==> src/rtl/core/abg_pkg.sv <==
// ----------------------------------------------------------------------------
// abg_pkg
// Shared types and constants for the register bridge core.
// ----------------------------------------------------------------------------
package abg_pkg;

	// Host and controller access codes
	typedef enum logic [3:0] {
		CMD_KBD_RD    = 4'd0,
		CMD_CLR_STB   = 4'd1,
		CMD_ANYKEY_RD = 4'd2,
		CMD_MOUSE_RD  = 4'd3,
		CMD_MODS_RD   = 4'd4,
		CMD_DATA_RD   = 4'd5,
		CMD_STAT_RD   = 4'd6,
		CMD_STAT_WR   = 4'd7,
		CMD_CMD_WR    = 4'd8,
		CMD_PORT_WR   = 4'd9,
		CMD_PORT_RD   = 4'd10
	} cmd_t;

	// Controller ports
	localparam logic [1:0] PORT_LATCH = 2'd0;
	localparam logic [1:0] PORT_ID    = 2'd1;
	localparam logic [1:0] PORT_SEL   = 2'd2;
	localparam logic [1:0] PORT_MOD   = 2'd3;
	localparam logic [7:0] PORT_ID_VALUE = 8'h06;

	// Register file indexes
	localparam logic [3:0] REG_KBD     = 4'd0;
	localparam logic [3:0] REG_CMD     = 4'd1;
	localparam logic [3:0] REG_MOUSE_X = 4'd2;
	localparam logic [3:0] REG_MOUSE_Y = 4'd3;
	localparam logic [3:0] REG_CTL     = 4'd4;
	localparam logic [3:0] REG_ANYKEY  = 4'd5;
	localparam logic [3:0] REG_MODS    = 4'd6;
	localparam logic [3:0] REG_DATA    = 4'd7;

	// Status byte bit positions
	localparam int ST_CMD_FULL   = 0;
	localparam int ST_Y_NEXT     = 1;
	localparam int ST_KBD_FULL   = 3;
	localparam int ST_DATA_VALID = 5;
	localparam int ST_MOUSE_FULL = 7;
	localparam logic [7:0] ST_WR_MASK = 8'h54;

	// Bit of the control register that lives outside the memory
	localparam int CTL_CMD_BIT = 6;

	typedef struct packed {
		logic       re;
		logic       we;
		logic [3:0] addr;
		logic [7:0] wdata;
	} mem_req_t;

	// Item information handed to the read stage
	typedef struct packed {
		logic       mem_rd;
		logic       kbd;
		logic       kbd_full;
		logic       ovl_ctl;
		logic       ctl_bit;
		logic       ld_latch;
		logic [7:0] rd;
		logic       line_release;
		logic       command_key;
		logic       option_key;
	} stage_t;

	typedef struct packed {
		logic       valid;
		logic [7:0] data;
	} latch_fwd_t;

endpackage

==> src/rtl/core/abg_regmem.sv <==
// ----------------------------------------------------------------------------
// abg_regmem
// Sixteen byte register file, one synchronous port, per-entry valid bits.
// ----------------------------------------------------------------------------
module abg_regmem (
	input  logic               clk,
	input  logic               arst_n,
	input  abg_pkg::mem_req_t  req,
	output logic [7:0]         rdata
);
	import abg_pkg::*;

	logic [7:0]  mem [16];
	logic [15:0] vld_q;
	logic [7:0]  rdata_q;
	logic        rvld_q;

	always_ff @(posedge clk) begin
		if (req.we) begin
			mem[req.addr] <= req.wdata;
		end
		if (req.re) begin
			rdata_q <= mem[req.addr];
		end
	end

	// Unwritten entries read as zero
	always_ff @(posedge clk or negedge arst_n) begin
		if (!arst_n) begin
			vld_q  <= '0;
			rvld_q <= 1'b0;
		end else begin
			if (req.we) begin
				vld_q[req.addr] <= 1'b1;
			end
			if (req.re) begin
				rvld_q <= vld_q[req.addr];
			end
		end
	end

	assign rdata = rvld_q ? rdata_q : 8'h00;

endmodule

==> src/rtl/core/abg_ctrl.sv <==
// ----------------------------------------------------------------------------
// abg_ctrl
// Access decode and flag state; issues at most one register file access per item.
// ----------------------------------------------------------------------------
module abg_ctrl (
	input  logic                 clk,
	input  logic                 arst_n,
	input  logic                 accept,
	input  abg_pkg::cmd_t        cmd,
	input  logic [1:0]           port_number,
	input  logic [7:0]           value_in,
	input  logic                 latch_port_is_output,
	input  logic                 bus_line_level,
	input  abg_pkg::latch_fwd_t  fwd,
	output abg_pkg::mem_req_t    req,
	output abg_pkg::stage_t      info
);
	import abg_pkg::*;

	logic [7:0] status_q, status_d;
	logic       y_next_q, y_next_d;
	logic [7:0] latch_q;
	logic [3:0] sel_q, sel_d;
	logic       strobe_q, strobe_d;
	logic [1:0] mods_q, mods_d;
	logic       line_q, line_d;
	logic       ctl_bit_q, ctl_bit_d;
	logic [7:0] latch_eff;
	logic       latch_wr;
	mem_req_t   req_d;

	// Pending latch load from the read stage wins over the stored latch
	assign latch_eff = fwd.valid ? fwd.data : latch_q;

	always_comb begin
		status_d  = status_q;
		y_next_d  = y_next_q;
		sel_d     = sel_q;
		strobe_d  = strobe_q;
		mods_d    = mods_q;
		line_d    = line_q;
		ctl_bit_d = ctl_bit_q;
		latch_wr  = 1'b0;
		req_d     = '0;
		info      = '0;
		info.ctl_bit = ctl_bit_q;
		case (cmd)
			CMD_KBD_RD: begin
				req_d.re      = 1'b1;
				req_d.addr    = REG_KBD;
				info.mem_rd   = 1'b1;
				info.kbd      = 1'b1;
				info.kbd_full = status_q[ST_KBD_FULL];
			end
			CMD_CLR_STB: begin
				status_d[ST_KBD_FULL] = 1'b0;
			end
			CMD_ANYKEY_RD: begin
				req_d.re    = 1'b1;
				req_d.addr  = REG_ANYKEY;
				info.mem_rd = 1'b1;
			end
			CMD_MOUSE_RD: begin
				req_d.re    = 1'b1;
				req_d.addr  = y_next_q ? REG_MOUSE_Y : REG_MOUSE_X;
				info.mem_rd = 1'b1;
				if (y_next_q) begin
					status_d[ST_MOUSE_FULL] = 1'b0;
				end
				y_next_d = ~y_next_q;
			end
			CMD_MODS_RD: begin
				req_d.re    = 1'b1;
				req_d.addr  = REG_MODS;
				info.mem_rd = 1'b1;
			end
			CMD_DATA_RD: begin
				req_d.re    = 1'b1;
				req_d.addr  = REG_DATA;
				info.mem_rd = 1'b1;
				status_d[ST_DATA_VALID] = 1'b0;
			end
			CMD_STAT_RD: begin
				info.rd = status_q;
				info.rd[ST_Y_NEXT] = y_next_q;
			end
			CMD_STAT_WR: begin
				status_d = (status_q & ~ST_WR_MASK) | (value_in & ST_WR_MASK);
			end
			CMD_CMD_WR: begin
				req_d.we    = 1'b1;
				req_d.addr  = REG_CMD;
				req_d.wdata = value_in;
				ctl_bit_d   = 1'b1;
				status_d[ST_CMD_FULL] = 1'b1;
			end
			CMD_PORT_WR: begin
				case (port_number)
					PORT_LATCH: begin
						latch_wr = 1'b1;
					end
					PORT_SEL: begin
						sel_d = value_in[3:0];
						if (value_in[4] != strobe_q) begin
							strobe_d = value_in[4];
							// Falling strobe moves a byte between latch and register
							if (!value_in[4]) begin
								if (latch_port_is_output) begin
									req_d.we    = 1'b1;
									req_d.addr  = value_in[3:0];
									req_d.wdata = latch_eff;
									case (value_in[3:0])
										REG_KBD: status_d[ST_KBD_FULL] = 1'b1;
										REG_MOUSE_X, REG_MOUSE_Y: begin
											status_d[ST_MOUSE_FULL] = 1'b1;
											y_next_d = 1'b0;
										end
										REG_CTL: ctl_bit_d = latch_eff[CTL_CMD_BIT];
										REG_DATA: status_d[ST_DATA_VALID] = 1'b1;
										default: ;
									endcase
								end else begin
									req_d.re      = 1'b1;
									req_d.addr    = value_in[3:0];
									info.ld_latch = 1'b1;
									info.ovl_ctl  = (value_in[3:0] == REG_CTL);
									if (value_in[3:0] == REG_CMD) begin
										ctl_bit_d = 1'b0;
										status_d[ST_CMD_FULL] = 1'b0;
									end
								end
							end
						end
					end
					PORT_MOD: begin
						mods_d = value_in[5:4];
						line_d = ~value_in[3];
					end
					default: ;
				endcase
			end
			CMD_PORT_RD: begin
				case (port_number)
					PORT_LATCH: info.rd = latch_eff;
					PORT_ID:    info.rd = PORT_ID_VALUE;
					PORT_SEL:   info.rd = {bus_line_level, 7'd0};
					default:    info.rd = 8'h00;
				endcase
			end
			default: ;
		endcase
		info.line_release = line_d;
		info.command_key  = mods_d[1];
		info.option_key   = mods_d[0];
		if (!accept) begin
			req_d = '0;
		end
	end

	assign req = req_d;

	always_ff @(posedge clk or negedge arst_n) begin
		if (!arst_n) begin
			status_q  <= '0;
			y_next_q  <= 1'b0;
			latch_q   <= '0;
			sel_q     <= '0;
			strobe_q  <= 1'b0;
			mods_q    <= '0;
			line_q    <= 1'b1;
			ctl_bit_q <= 1'b0;
		end else begin
			if (accept) begin
				status_q  <= status_d;
				y_next_q  <= y_next_d;
				sel_q     <= sel_d;
				strobe_q  <= strobe_d;
				mods_q    <= mods_d;
				line_q    <= line_d;
				ctl_bit_q <= ctl_bit_d;
			end
			if (accept && latch_wr) begin
				latch_q <= value_in;
			end else if (fwd.valid) begin
				latch_q <= fwd.data;
			end
		end
	end

endmodule

==> src/rtl/core/adb_glue_register_bridge_core.sv <==
// ----------------------------------------------------------------------------
// adb_glue_register_bridge_core
// Host/controller register bridge built around a 16-byte register memory.
// Path: read stage (item and its memory read), then output register until taken.
// Throughput: one transfer per cycle while the output is not stalled; the
// single memory port takes at most one access per item. A stalled output
// holds two items before the input stalls.
// Reset: asynchronous; flags, latch, select and valid bits clear, line released.
// ----------------------------------------------------------------------------
module adb_glue_register_bridge_core (
	input  logic        clk,
	input  logic        arst_n,
	input  logic        s_tvalid,
	output logic        s_tready,
	// [3:0] cmd, [5:4] port_number, [13:6] value_in,
	// [14] latch_port_is_output, [15] bus_line_level
	input  logic [15:0] s_tdata,
	output logic        m_tvalid,
	input  logic        m_tready,
	// [7:0] read_data, [8] line_release, [9] command_key, [10] option_key,
	// [15:11] zero
	output logic [15:0] m_tdata
);
	import abg_pkg::*;

	logic       accept;
	logic       advance;
	logic       s1_adv;
	mem_req_t   req;
	stage_t     info;
	latch_fwd_t fwd;
	logic [7:0] mem_rdata;
	logic [7:0] mem_val;
	logic [7:0] rd_val;

	logic       valid_s1;
	stage_t     info_s1;

	logic        m_tvalid_q;
	logic [15:0] m_tdata_q;

	// Output register frees up when empty or being taken
	assign advance  = ~m_tvalid_q | m_tready;
	assign s1_adv   = valid_s1 & advance;
	assign s_tready = ~valid_s1 | advance;
	assign accept   = s_tvalid & s_tready;

	abg_ctrl u_ctrl (
		.clk                  (clk),
		.arst_n               (arst_n),
		.accept               (accept),
		.cmd                  (cmd_t'(s_tdata[3:0])),
		.port_number          (s_tdata[5:4]),
		.value_in             (s_tdata[13:6]),
		.latch_port_is_output (s_tdata[14]),
		.bus_line_level       (s_tdata[15]),
		.fwd                  (fwd),
		.req                  (req),
		.info                 (info)
	);

	abg_regmem u_regmem (
		.clk    (clk),
		.arst_n (arst_n),
		.req    (req),
		.rdata  (mem_rdata)
	);

	// Control register bit 6 is held in a flop; patch it into the read byte
	always_comb begin
		mem_val = mem_rdata;
		if (info_s1.ovl_ctl) begin
			mem_val[CTL_CMD_BIT] = info_s1.ctl_bit;
		end
		if (!info_s1.mem_rd) begin
			rd_val = info_s1.rd;
		end else if (info_s1.kbd) begin
			rd_val = {info_s1.kbd_full, mem_val[6:0]};
		end else begin
			rd_val = mem_val;
		end
	end

	// Forward a latch load into the item entering this cycle
	assign fwd.valid = s1_adv & info_s1.ld_latch;
	assign fwd.data  = mem_val;

	always_ff @(posedge clk or negedge arst_n) begin
		if (!arst_n) begin
			valid_s1 <= 1'b0;
		end else if (accept) begin
			valid_s1 <= 1'b1;
		end else if (advance) begin
			valid_s1 <= 1'b0;
		end
	end

	always_ff @(posedge clk) begin
		if (accept) begin
			info_s1 <= info;
		end
	end

	always_ff @(posedge clk or negedge arst_n) begin
		if (!arst_n) begin
			m_tvalid_q <= 1'b0;
		end else if (advance) begin
			m_tvalid_q <= valid_s1;
		end
	end

	// Hold the result until taken
	always_ff @(posedge clk) begin
		if (s1_adv) begin
			m_tdata_q <= {5'd0, info_s1.option_key, info_s1.command_key,
			              info_s1.line_release, rd_val};
		end
	end

	assign m_tvalid = m_tvalid_q;
	assign m_tdata  = m_tdata_q;

	// Memory port carries at most one access per item
	assert property (@(posedge clk) disable iff (!arst_n) !(req.re && req.we))
		else $error("register memory read and write in the same cycle");

	// No memory access without an accepted item
	assert property (@(posedge clk) disable iff (!arst_n) (req.re || req.we) |-> accept)
		else $error("register memory access without input transfer");

	// A stalled read stage keeps its item
	assert property (@(posedge clk) disable iff (!arst_n) (valid_s1 && !advance) |=> valid_s1)
		else $error("read stage item dropped while stalled");

	// An accepted item lands in the read stage
	assert property (@(posedge clk) disable iff (!arst_n) accept |=> valid_s1)
		else $error("accepted item lost");

endmodule
==> config.mk <==
export PLATFORM = sky130hd
export DESIGN_NAME = adb_glue_register_bridge_core
export DESIGN_NICKNAME = d
export VERILOG_FILES = /design/src/rtl/core/abg_pkg.sv /design/src/rtl/core/abg_regmem.sv /design/src/rtl/core/abg_ctrl.sv /design/src/rtl/core/adb_glue_register_bridge_core.sv
export SDC_FILE = /design/constraint.sdc
export NUM_CORES = 1
export LEC_CHECK = 0
export ABC_AREA = 1
export BUFFER_PORTS_ARGS = -buffer_cell sky130_fd_sc_hd__buf_2
export CORE_MARGIN = 2
export CORE_UTILIZATION = 35
export DETAILED_ROUTE_END_ITERATION = 8
export PLACE_DENSITY = 0.57
export SYNTH_ARGS = -nofsm -noshare
export SYNTH_HDL_FRONTEND = slang
export SYNTH_SLANG_ARGS = --single-unit
==> constraint.sdc <==
create_clock -name clk -period 2.95 [get_ports clk]
set_clock_uncertainty 0.05 [all_clocks]
set_input_delay 0.4425 -clock clk [delete_from_list [all_inputs] [get_ports clk]]
set_output_delay 0.4425 -clock clk [all_outputs]
set_load 0.02 [all_outputs]
Word level (Yosys, flattened, before mapping). Memories as Yosys holds them, arrays and structs flattened. A register that Yosys moved wholly into a read port is not among the register bits. Cells that the tools add are included.

Flip-flop bits (word level): 69. Bits in writable memories: 128. Output and inout bits: 18. Logic and storage cells: 171. Memories: 1.

Memory list: u_regmem.mem (words 16, width 8, rd ports 1, clocked after Yosys merged registers in 1, write ports 1, line abg_regmem.sv:13) `logic [7:0] mem [16];`.

Magnitude comparators: 2. Equality and inequality tests: 31. Muxes and demuxes: 73. Bitwise gates (word level): 14. Reductions and logical operators: 24.

Operator list (count): $mux W14 (4); $mux W8 (6); $mux W1 (46); $reduce_and A7 Y1 (5); $pmux W8 S2 (2); $eq A4 B3 Y1 const B (6); $pmux W4 S6 (1); $pmux W8 S3 (1); $eq A4 B2 Y1 const B (4); $or A16 B16 Y16 (1); $eq A4 B4 Y1 const B (3); $ne A2 B2 Y1 const B (6); $pmux W1 S3 (4); $reduce_bool A3 Y1 (4); $reduce_or A5 Y1 (2); $eq A4 B1 Y1 const B (2); $logic_not A4 Y1 (2); $ne A2 B1 Y1 const B (4); $or A8 B7 Y8 (1); $pmux W1 S2 (4); $reduce_and A8 Y1 (1); $not A1 Y1 (7); $mux W2 (3); $ne A3 B2 Y1 const B (2); other kinds (16) (23).

Longest topological paths before layout.
Depth after elaboration: 16. Gate-level depth with buffers: 16. Gate-level depth less buffers: 16.

Modules after synthesis. Synthesis repeated with hierarchy kept, for this count alone.

Cell total of the unflattened synthesis: 850. Area total of the unflattened synthesis: 8782.2 um2.

Modules (own cells, without submodules): abg_regmem (times used 1, cells an instance 465, area an instance 5889.4 um2, seq. area each 4509.3 um2); abg_ctrl (times used 1, cells an instance 301, area an instance 1749.2 um2, seq. area each 526.8 um2); adb_glue_register_bridge_core (times used 1, cells an instance 84, area an instance 1143.6 um2, seq. area each 890.9 um2).

Worst setup path after synthesis. OpenSTA, ideal clock, no wires.

Path kind: reg2reg. From: register m_tvalid_q (netlist: m_tvalid). To: memory u_regmem.mem[0][0], enable pin. Arrival time: 2073 ps. Required time: 2527 ps. Setup slack: 454 ps. Cell stages (with the launch flop): 9. Period minus slack after synthesis: 2496 ps. Path through: dfrtp_1 > nand3_1 > nand2_2 > inv_2 > nand2_1 > inv_1 > nor2_2 > inv_2 > nor2_1.

Word-level cells in the longest chain between the ends: 7.

Ends and longest elaborated chain: from (decl) (line adb_glue_register_bridge_core.sv:39) `logic m_tvalid_q;`; from (signal assigned) (line adb_glue_register_bridge_core.sv:108) `m_tvalid_q <= valid_s1;`; $not A1 Y1 (*) (line adb_glue_register_bridge_core.sv:43) `assign advance = ~m_tvalid_q | m_tready;`; $or A1 B1 Y1 (*) (line adb_glue_register_bridge_core.sv:43); $or A1 B1 Y1 (*) (line adb_glue_register_bridge_core.sv:45) `assign s_tready = ~valid_s1 | advance;`; named net s_tready (line adb_glue_register_bridge_core.sv:14) `output logic s_tready,`; $and A1 B1 Y1 (*) (line adb_glue_register_bridge_core.sv:46) `assign accept = s_tvalid & s_tready;`; $mux W14 (*) (line abg_ctrl.sv:155) `if (!accept) begin`; $mux W1 (line abg_regmem.sv:19) `if (req.we) begin`; $mux W1 (implied by the code) (line abg_regmem.sv:20) `mem[req.addr] <= req.wdata;`; to (decl) (line abg_regmem.sv:13).

The timed path passes the listed nets; every way through them passes the cells marked *.

Final worst setup path.
From: register u_ctrl.strobe_q. To: memory u_regmem.mem[4][1], enable pin.

Word-level cells in the longest chain between the ends: 7. Elaborated cells between the ends (all ways): 8.

Ends and longest elaborated chain: from (decl) (line abg_ctrl.sv:24) `logic strobe_q, strobe_d;`; from (signal assigned) (line abg_ctrl.sv:177) `strobe_q <= strobe_d;`; $ne A1 B1 Y1 (*) (line abg_ctrl.sv:104) `if (value_in[4] != strobe_q) begin`; $mux W14 (*) (line abg_ctrl.sv:104); $mux W14 (*) (line abg_ctrl.sv:98) `case (port_number)`; $pmux W1 S2 (line abg_ctrl.sv:47) `case (cmd)`; $mux W14 (*) (line abg_ctrl.sv:155); $mux W1 (line abg_regmem.sv:19); $mux W1 (implied by the code) (line abg_regmem.sv:20).

Every way passes the cells marked *; elsewhere a longest branch is shown, timed or not.

==> flow_metrics.env <==
export IMPL_start_util_pct=35.5
export IMPL_areaGrowthSynthToFinish_pct=16.9
export IMPL_io_buffer_count=32
export IMPL_critPathArrivalTime_ns=2.63
export IMPL_syn_area_per_cell_um2=11.2
export IMPL_synth_area_mux_share_pct=0.392
export IMPL_track_usage_pct=16.5
export IMPL_number_of_synthesized_flops_with_an_enable_pin=164
export IMPL_hpwl_mm=14.3
export IMPL_cell_types_with_the_highest_counts_after_synthesis="258 x nand2_1, 164 x edfxtp_1, 53 x nor2_1"
export IMPL_holdCritPathClass="in -> async"
export IMPL_sequential_cell_area_mm2=0.00593
export IMPL_synth_xor_area_share_pct=0.102
export IMPL_ys_flop_type="edfxtp_1"
export IMPL_timing_worst_setup_path_type="reg -> reg"
export IMPL_synth_top_family_by_area="simple AND/OR/NAND/NOR gates"
export IMPL_cts_hold_buffers_added=0
export IMPL_post_cts_resized_instances=0
export IMPL_std_cell_rows=57
export IMPL_achievable_frequency_mhz=404
export IMPL_critical_path_reg2reg_startpoint="u_ctrl.strobe_q"
export IMPL_critical_path_startpoint_category="flop"
export IMPL_setup_worst_path_end_class="flop"
export IMPL_synth_simple_gate_area_share_pct=21.9
export IMPL_vdd_ir_drop_max_mv=0.483
export IMPL_antenna_diodes=0
export IMPL_globalRouteOverflowTotal=0
export IMPL_synth_compound_area_share_pct=4.86
export IMPL_synth_most_common_cell="nand2_1"
export IMPL_die_height_um=161
export IMPL_vias_per_cell=4.96
export IMPL_clock_path_buffers=3
export IMPL_nets=867
export IMPL_p_leak_nw=3.98
export IMPL_setup_worst_path_start="u_ctrl.strobe_q"
export IMPL_post_route_drc_count=0
export IMPL_post_route_cells_drive_above_1_share_pct=16.9
export IMPL_finalWeightedCongestion=0.866
export IMPL_cts_buffers_inserted=23
export IMPL_cap_viol_max_count=0
export IMPL_timing_final_hold_violations=0
export IMPL_die_area_mm2=0.0259
export IMPL_clkSlewWorstSetupHoldPaths_ns=0.06
export IMPL_max_slew_margin_pct=35.6
export IMPL_post_route_period_util_pct=83.9
export IMPL_first_iter_violations=520
export IMPL_required_ns=3.11
export IMPL_yosys_cell_types_count=38
export IMPL_grt_pass1_vias=5838
export IMPL_synthesized_netlist_cell_count=771
export IMPL_power_per_unit_of_standard_cell_area_mw_per_mm2=654
export IMPL_post_cts_setup_repair_bufs=0
export IMPL_routed_via_count=5891
export IMPL_setup_tns_ns=0
export IMPL_ys_async_sr_fraction_pct=19.6
export IMPL_ys_ff_latch=204
export IMPL_pin_count=38
export IMPL_grt_pass1_wl_mm=33.1
export IMPL_worstSkewPairLatency_ns=0.51
export IMPL_synth_largest_type_area_fraction_pct=57.2
export IMPL_tightest_slew_ns=0.967
export IMPL_synth_sequential_area_ratio_pct=68.8
export IMPL_slew_violations=0
export IMPL_clock_tree_from_tritoncts="yes"
export IMPL_clkSinkCount=204
export IMPL_wire_per_inst_um=17.5
export IMPL_placeableCoreArea_mm2=0.0242
export IMPL_die_w_um=161
export IMPL_report_final_setup_viol=0
export IMPL_synth_adder_area_share_pct=0
export IMPL_number_of_antenna_violations_at_the_first_check_in_global_routing=0
export IMPL_synthDominantAreaCellType="edfxtp_1"
export IMPL_grt_setup_unrepaired="no"
export IMPL_finalWorstPathRequiredPeriod_ns=2.48
export IMPL_clock_tree_htree_level_count=1
export IMPL_postLayoutSetupSlackWorst_ns=0.474
export IMPL_synth_warning_count=0
export IMPL_critPathMaxFanout=33
export IMPL_totalWireLength_mm=20.8
export IMPL_preCtsSetupSlack_ns=0.205
export IMPL_multi_input_area_mm2=0.00237
export IMPL_drt_pre_antenna_iters=5
export IMPL_run_status="finished clean"
export IMPL_netlist_area_mm2=0.00862
export IMPL_grt_start_max_net_pins=41
export IMPL_netlist_top_cells_area="edfxtp_1 57%, dfrtp_1 11%, nand2_1 11%, nand4_1 3.0%, o21ai_0 2.4%"
export IMPL_root_buf_cell="clkbuf_16"
export IMPL_filler_cell_count=2319
export IMPL_antenna_violating_nets_remaining=0
-- metrics by stage --
stage	total power (W)	util (%)	cell area, um^2	hold slack (ns)	cells
after global placement	0.00395	38.6	9350	0.353	1146
after CTS	0.00666	41.6	10100	0.0645	1188
after detailed placement	0.00396	38.6	9350	0.365	1146
final	0.00659	41.6	10100	0.0356	1188
after global routing	0.00687	41.6	10100	0.102	1188
after floorplan	0.00375	-	8630	0.0969	775
-- placed cells by master, fill, tap and decap left out, drive strengths merged, types with 2 or more instances in the layout --
cell type,n
a32oi,2
a21oi,10
clkinv,11
nand4,41
or2,17
conb,5
inv,47
o21ai,43
a22oi,8
edfxtp,164
dfrtp,39
clkbuf,29
nand2,266
nor3,5
nand3,28
o22a,2
mux2,3
buf,71
a32o,2
nor2,64
-- power breakdown --
group	switching (W)	leakage [nW]	internal, W
clock	0.00109	0.357	0.00159
combinational	0.000409	1.53	0.000172
sequential	0.0000638	2.09	0.00326
total	0.00157	3.98	0.00503
-- worst paths after layout --
kind / end / slack [ns] / depth (start not counted)
min reg2reg: m_tdata[9] / 0.37 / 0
max in group asynchronous: u_regmem.vld_q[14] / 2.20 / 1
min in group clk: u_ctrl.latch_q[7] / 0.16 / 2
max: u_regmem.mem[4][1] / 0.47 / 10
max reg2reg: u_regmem.mem[4][1] / 0.47 / 10
min: m_tvalid / 0.04 / 1
-- critical path, stage by stage, from the launching register on --
cell	delay (ns)
dfrtp_1	0.41
nand2_1	0.10
nor2_2	0.06
nand3_1	0.16
nand2_2	0.10
nand2_4	0.16
nand2_1	0.09
inv_2	0.45
nand2_1	0.23
nor2_1	0.15
buf_4	0.19
-- kinds of logic after synthesis --
group,count (synthesis)
simple gates,422
flops,204
compound gates,70
buf+inv,70
mux,3
xor+xnor,1
other cells,1
-- final cells by class --
type                            count  share of cell area [%]
Sequential cell                   204                    58.8
Inverter                           46                    1.71
Tap cell                          324                    4.02
Clock buffer                       29                    6.23
Timing Repair Buffer               71                    4.74
Clock inverter                     13                   0.931
Multi-Input combinational cell    501                    23.5
-- routing by layer --
layer  track usage [%]  up-vias  routed length, um
li1                  -     2805                  -
met1              22.8     2860               9380
met2              26.8      185               9810
met3              2.51       41               1030
met4              5.28        0                582
met5                 0        -                  0
-- flip-flops by register name, summed over array words and instances (netlist names), named ones only --
signal            count
u_ctrl.ctl_bit_q      1
valid_s1              1
u_regmem.rvld_q       1
info_s1              17
m_tvalid              1
u_ctrl.status_q       6
u_ctrl.strobe_q       1
u_ctrl.line_q         1
u_ctrl.mods_q         2
u_regmem.vld_q       16
u_ctrl.y_next_q       1
u_regmem.rdata_q      8
u_ctrl.latch_q        8
u_regmem.mem        128
m_tdata              11
No activity file was read; power rests on OpenSTA's default activity.
